<file path="config.mk">
export PLATFORM = sky130hd
export DESIGN_NAME = awd_ctrl
export DESIGN_NICKNAME = d
export VERILOG_FILES = /design/src/hdl/awd_pkg.sv /design/src/hdl/awd_ctrl.sv
export SDC_FILE = /design/constraint.sdc
export NUM_CORES = 1
export LEC_CHECK = 0
export ABC_AREA = 1
export BUFFER_PORTS_ARGS = -buffer_cell sky130_fd_sc_hd__buf_2
export CORE_AREA = 2 2 39 41
export DETAILED_ROUTE_END_ITERATION = 12
export DIE_AREA = 0 0 41 43
export PLACE_DENSITY = 0.77
export SLEW_MARGIN = 15
export SYNTH_ARGS = -nofsm -noshare
export SYNTH_HDL_FRONTEND = slang
export SYNTH_SLANG_ARGS = --single-unit
</file>
<file path="constraint.sdc">
create_clock -name clk -period 3 [get_ports clk]
set_input_delay 0.75 -clock clk [delete_from_list [all_inputs] [get_ports clk]]
set_output_delay 0.75 -clock clk [all_outputs]
set_load 0.01 [all_outputs]
</file>
<file path="src/hdl/awd_pkg.sv">
// Shared types and constants for the autocorrelation width detector.
`timescale 1ns / 1ps
package awd_pkg;
  localparam int MAX_LAGS   = 2048;
  localparam int MAX_PIXELS = 1048576;
  localparam int SUM_WIDTH  = 40;
  localparam int TOP_PEAKS  = 4;
  localparam int LAG_W      = $clog2(MAX_LAGS);
  localparam int CNT_W      = $clog2(MAX_PIXELS) + 1;
  localparam int PK_IDX_W   = $clog2(TOP_PEAKS);
  localparam int PK_CNT_W   = $clog2(TOP_PEAKS + 1);
  localparam int DOT_W      = 18;
  localparam int CFG_W      = 10;
  localparam int WID_W      = 12;

  typedef enum logic [0:0] {
    REG_ROW_MAX = 1'b0,
    REG_ROW_MIN = 1'b1
  } cfg_reg_t;

  typedef enum logic [3:0] {
    ST_IDLE, ST_ACC_RD, ST_ACC_MUL, ST_ACC_WR, ST_PK_INIT, ST_PK_CHK,
    ST_PK_RDV, ST_PK_GETV, ST_PK_RDJ, ST_PK_CMP, ST_WALK
  } state_t;

  typedef struct packed {
    logic load;
    logic acc_issue;
    logic acc_mul;
    logic acc_write;
    logic count_inc;
    logic pk_init;
    logic v_issue;
    logic v_latch;
    logic j_issue;
    logic j_next;
    logic k_next;
    logic insert;
    logic emit;
  } cmd_t;

  typedef struct packed {
    logic acc_en;
    logic last;
    logic k_end;
    logic few_lags;
    logic v_neg;
    logic k_last;
    logic j_bigger;
    logic j_at_hi;
    logic out_busy;
  } status_t;
endpackage

</file>
<file path="src/hdl/awd_ctrl.sv">
// Sequencer for accumulation, peak search and result emission.
`timescale 1ns / 1ps
module awd_ctrl (
  input  logic              clk,
  input  logic              rst,
  input  logic              in_fire,
  input  awd_pkg::status_t  status,
  output logic              in_ready,
  output awd_pkg::cmd_t     cmd
);
  awd_pkg::state_t state, state_next;

  always_ff @(posedge clk) begin
    if (rst) state <= awd_pkg::ST_IDLE;
    else     state <= state_next;
  end

  always_comb begin
    state_next = state;
    case (state)
      awd_pkg::ST_IDLE: begin
        if (in_fire) state_next = status.acc_en ? awd_pkg::ST_ACC_RD : awd_pkg::ST_PK_INIT;
      end
      awd_pkg::ST_ACC_RD:  state_next = awd_pkg::ST_ACC_MUL;
      awd_pkg::ST_ACC_MUL: state_next = awd_pkg::ST_ACC_WR;
      awd_pkg::ST_ACC_WR: begin
        if (!status.k_end) state_next = awd_pkg::ST_ACC_RD;
        else if (status.last) state_next = awd_pkg::ST_PK_INIT;
        else state_next = awd_pkg::ST_IDLE;
      end
      awd_pkg::ST_PK_INIT: state_next = awd_pkg::ST_PK_CHK;
      awd_pkg::ST_PK_CHK: begin
        // pixel past the accumulation limit without tlast: nothing to do
        if (!status.last) state_next = awd_pkg::ST_IDLE;
        else if (status.few_lags) state_next = awd_pkg::ST_WALK;
        else state_next = awd_pkg::ST_PK_RDV;
      end
      awd_pkg::ST_PK_RDV: state_next = awd_pkg::ST_PK_GETV;
      awd_pkg::ST_PK_GETV: begin
        if (!status.v_neg) state_next = awd_pkg::ST_PK_RDJ;
        else state_next = status.k_last ? awd_pkg::ST_WALK : awd_pkg::ST_PK_RDV;
      end
      awd_pkg::ST_PK_RDJ: state_next = awd_pkg::ST_PK_CMP;
      awd_pkg::ST_PK_CMP: begin
        if (status.j_bigger || status.j_at_hi)
          state_next = status.k_last ? awd_pkg::ST_WALK : awd_pkg::ST_PK_RDV;
        else
          state_next = awd_pkg::ST_PK_RDJ;
      end
      awd_pkg::ST_WALK: begin
        if (!status.out_busy) state_next = awd_pkg::ST_IDLE;
      end
      default: state_next = awd_pkg::ST_IDLE;
    endcase
  end

  always_comb begin
    cmd      = '0;
    in_ready = 1'b0;
    case (state)
      awd_pkg::ST_IDLE: begin
        in_ready = 1'b1;
        cmd.load = in_fire;
      end
      awd_pkg::ST_ACC_RD:  cmd.acc_issue = 1'b1;
      awd_pkg::ST_ACC_MUL: cmd.acc_mul = 1'b1;
      awd_pkg::ST_ACC_WR: begin
        cmd.acc_write = 1'b1;
        cmd.count_inc = status.k_end;
      end
      awd_pkg::ST_PK_INIT: cmd.pk_init = 1'b1;
      awd_pkg::ST_PK_CHK:  cmd.count_inc = 1'b0;
      awd_pkg::ST_PK_RDV:  cmd.v_issue = 1'b1;
      awd_pkg::ST_PK_GETV: begin
        cmd.v_latch = !status.v_neg;
        cmd.k_next  = status.v_neg;
      end
      awd_pkg::ST_PK_RDJ: cmd.j_issue = 1'b1;
      awd_pkg::ST_PK_CMP: begin
        cmd.insert = !status.j_bigger && status.j_at_hi;
        cmd.k_next = status.j_bigger || status.j_at_hi;
        cmd.j_next = !(status.j_bigger || status.j_at_hi);
      end
      awd_pkg::ST_WALK: cmd.emit = !status.out_busy;
      default: cmd = '0;
    endcase
  end
endmodule

</file>
==> flow_metrics.py <==
metrics = {
    "grt": {
        "grt_pass1_wl_um": 1959,
        "grt_use_total_pct": 15.95,
        "antenna_found_initial": 0,
        "grt_max_degree": 7,
        "grt_pass1_vias": 541,
        "grt.overflow.total": 0,
    },
    "clock_tree": {
        "clk_pin_slew_ns": 0.04,
        "cts.sinks": 4,
        "clock_latency_ns": 0.23,
        "cts_hold_buf": 0,
        "cts_setup_buffers": 0,
        "post_cts_resized": 0,
        "h-tree-depth": 1,
        "root_buffer": "clkbuf_4",
        "cts_buffers": 3,
        "clockBufferDepth": 2,
        "cts_tree": "yes",
    },
    "worst_setup_path": {
        "crit_path_end_kind": "output port",
        "critPathBufInv": 3,
        "r2r_start": "state[1]$_SDFFE_PP0P_",
        "rr_endpoint": "state[1]$_SDFFE_PP0P_",
        "path_class": "input port to output port",
        "slowest_delay_ns": 0.16,
        "path_delay_family": "buffers and inverters",
        "worstPathMaxFanout": 3,
        "arrival_ns": 1.36,
        "worst_r2r_path_depth": 9,
        "critPathLaunchType": "input port",
        "cp_slowest_cell": "buf_2",
        "path_common_cell": "buf_2",
        "r2r_setup_slack_ns": 1.82,
        "path_cells": "buf_2, nor2_1, inv_1, nor3_1, buf_2",
        "cp_data_required_time_ns": 2.25,
    },
    "power_and_ir_drop": {
        "power_density_nw_per_um2": 647.9,
        "ir_drop_mv": 0.3610,
        "fin_total_pwr_mw": 0.4069,
        "p_leak_nw": 0.4212,
    },
    "flow_run": {
        "drv_cap": 0,
    },
    "placement": {
        "io_buffers": 25,
        "globalplace.congestion": 0.8148,
        "post-place-cells": 132,
        "placed_cell_area_um2": 605.6,
        "dp_slack_ns": 0.8979,
        "dp_hpwl_um": 994.4,
    },
    "hold_path": {
        "holdPathEnd": "state[0]$_SDFFE_PP0P_",
        "holdPathStages": 2,
        "min_from": "rst",
        "hold_path_class": "input port to flop",
    },
    "logic_synthesis": {
        "seq_area_frac_synth_pct": 17.39,
        "post_synth.cell_area_avg_um2": 5.060,
        "yosysUniqueCellTypes": 16,
        "synth_nets": 103,
        "ys_ff_latch": 4,
        "synth_area_um2": 460.4,
        "synth_warnings": 0,
        "synth_cells": 91,
    },
    "sta": {
        "setup_violations": 0,
        "whs_ns": 0.7190,
        "fin_skew_ns": 0.002091,
        "fin_crit_sh_pct": 70.32,
        "rsz0062_at_grt": "false",
        "max_freq_mhz": 474.0,
        "tightest_slew_ns": 0.2600,
        "fin_tns_setup_ns": 0,
        "report.final.slew_viol_count": 0,
        "fin_crit_ns": 2.110,
        "fin_ws_ns": 0.8904,
        "max-slew-margin-rel_pct": 82.60,
        "finalHoldViolCount": 0,
    },
    "finish": {
        "fin_nets": 133,
        "antenna_cells": 0,
        "top_register": "state",
        "final_util_pct": 45.39,
        "drive_gt1_share_pct": 30.25,
        "fin_area_um2": 628.1,
        "final_cell_mix": "buf_2, nand2_1, inv_1",
        "largest_reg_flops": 4,
        "final_common_cell": "buf_2",
        "reg_top3": "state x4",
        "instances_no_fill": 135,
        "syn2layout_area_growth_pct": 36.41,
    },
    "floorplanning": {
        "core-area_um2": 1384,
        "ios": 26,
        "die-width_um": 41,
        "fp.dieArea_um2": 1763,
        "start_util_pct": 33.27,
        "row_count": 14,
        "die-height_um": 43,
    },
    "drt": {
        "drt-total-wl_um": 1184,
        "routedWlPerCell_um": 8.770,
        "first_pass_iters": 4,
        "via_count": 626,
        "ant_nets": 0,
        "first_iter_violations": 12,
        "viasPerCell": 4.637,
        "drc_errors": 0,
    },
    "status": {
        "outcome": "completed",
    },
}
kinds of logic after synthesis:
group                  count (synthesis)  synth area share, %
AND/OR/NAND/NOR                       60                58.69
buffers and inverters                 22                17.93
AO/OA/AOI/OAI                          5                5.977
flip-flops                             4                17.39
metal layers:
| metal | routed length (um) | part of all wire, % | GRT usage (%) | vias up |
|---|---|---|---|---|
| met2 | 607 | 51 | 25.31 | 17 |
| met5 | 0 | 0 | 0 | - |
| met1 | 482 | 41 | 18.27 | 278 |
| met3 | 65 | 5.5 | 1.571 | 2 |
| met4 | 28 | 2.4 | 12.00 | 0 |
| li1 | - | - | - | 329 |
worst reg2reg max path: cells and delay by family (launching register included):
| family | cells | cell delay, ns |
|---|---|---|
| buf+inv | 3 | 0.18 |
| flops | 1 | 0.35 |
| simple gates | 6 | 0.55 |
power breakdown:
group	total [mW]	internal (mW)	switching, mW	leakage, nW
logic	0.254	0.0898	0.164	0.375
clock network	0.0652	0.0447	0.0205	0.0138
registers	0.0877	0.0698	0.0179	0.0327
total	0.407	0.204	0.203	0.421
layout make-up:
cell class                 count  area (um^2)
multi-input combinational     65        297.8
inverter                      22        82.58
timing repair buffer          25        125.1
clock buffer                   3        22.52
tap                           16        20.02
sequential                     4        80.08
fill                         162        755.7
worst max-delay path by stage:
stage              start     end  slack (ns)  cells after the start
3_5_place_dp   status[1]  cmd[3]        0.90                      5
4_1_cts        status[1]  cmd[3]        0.89                      5
5_1_grt        status[1]  cmd[3]        0.82                      5
2_1_floorplan  status[1]  cmd[3]        1.05                      3
6_report       status[1]  cmd[3]        0.89                      5
3_3_place_gp   status[1]  cmd[3]        0.94                      5
Yosys cell counts:
| cell | number | area (um^2) |
|---|---|---|
| nand4_1 | 1 | 6.260 |
| inv_2 | 2 | 7.510 |
| o21ai_1 | 2 | 10.01 |
| a21boi_0 | 1 | 7.510 |
| nor2_4 | 1 | 11.26 |
| nor3_1 | 6 | 30.03 |
| inv_1 | 20 | 75.07 |
| nand2_1 | 23 | 86.33 |
| nand2_2 | 4 | 25.02 |
| a21oi_1 | 1 | 5.000 |
| nand2_4 | 1 | 11.26 |
| o21ai_0 | 1 | 5.000 |
| nor2_1 | 18 | 67.56 |
| nand3b_1 | 1 | 7.510 |
| nand3_1 | 5 | 25.02 |
| dfxtp_1 | 4 | 80.08 |
Power figures use the tool's default switching activity.
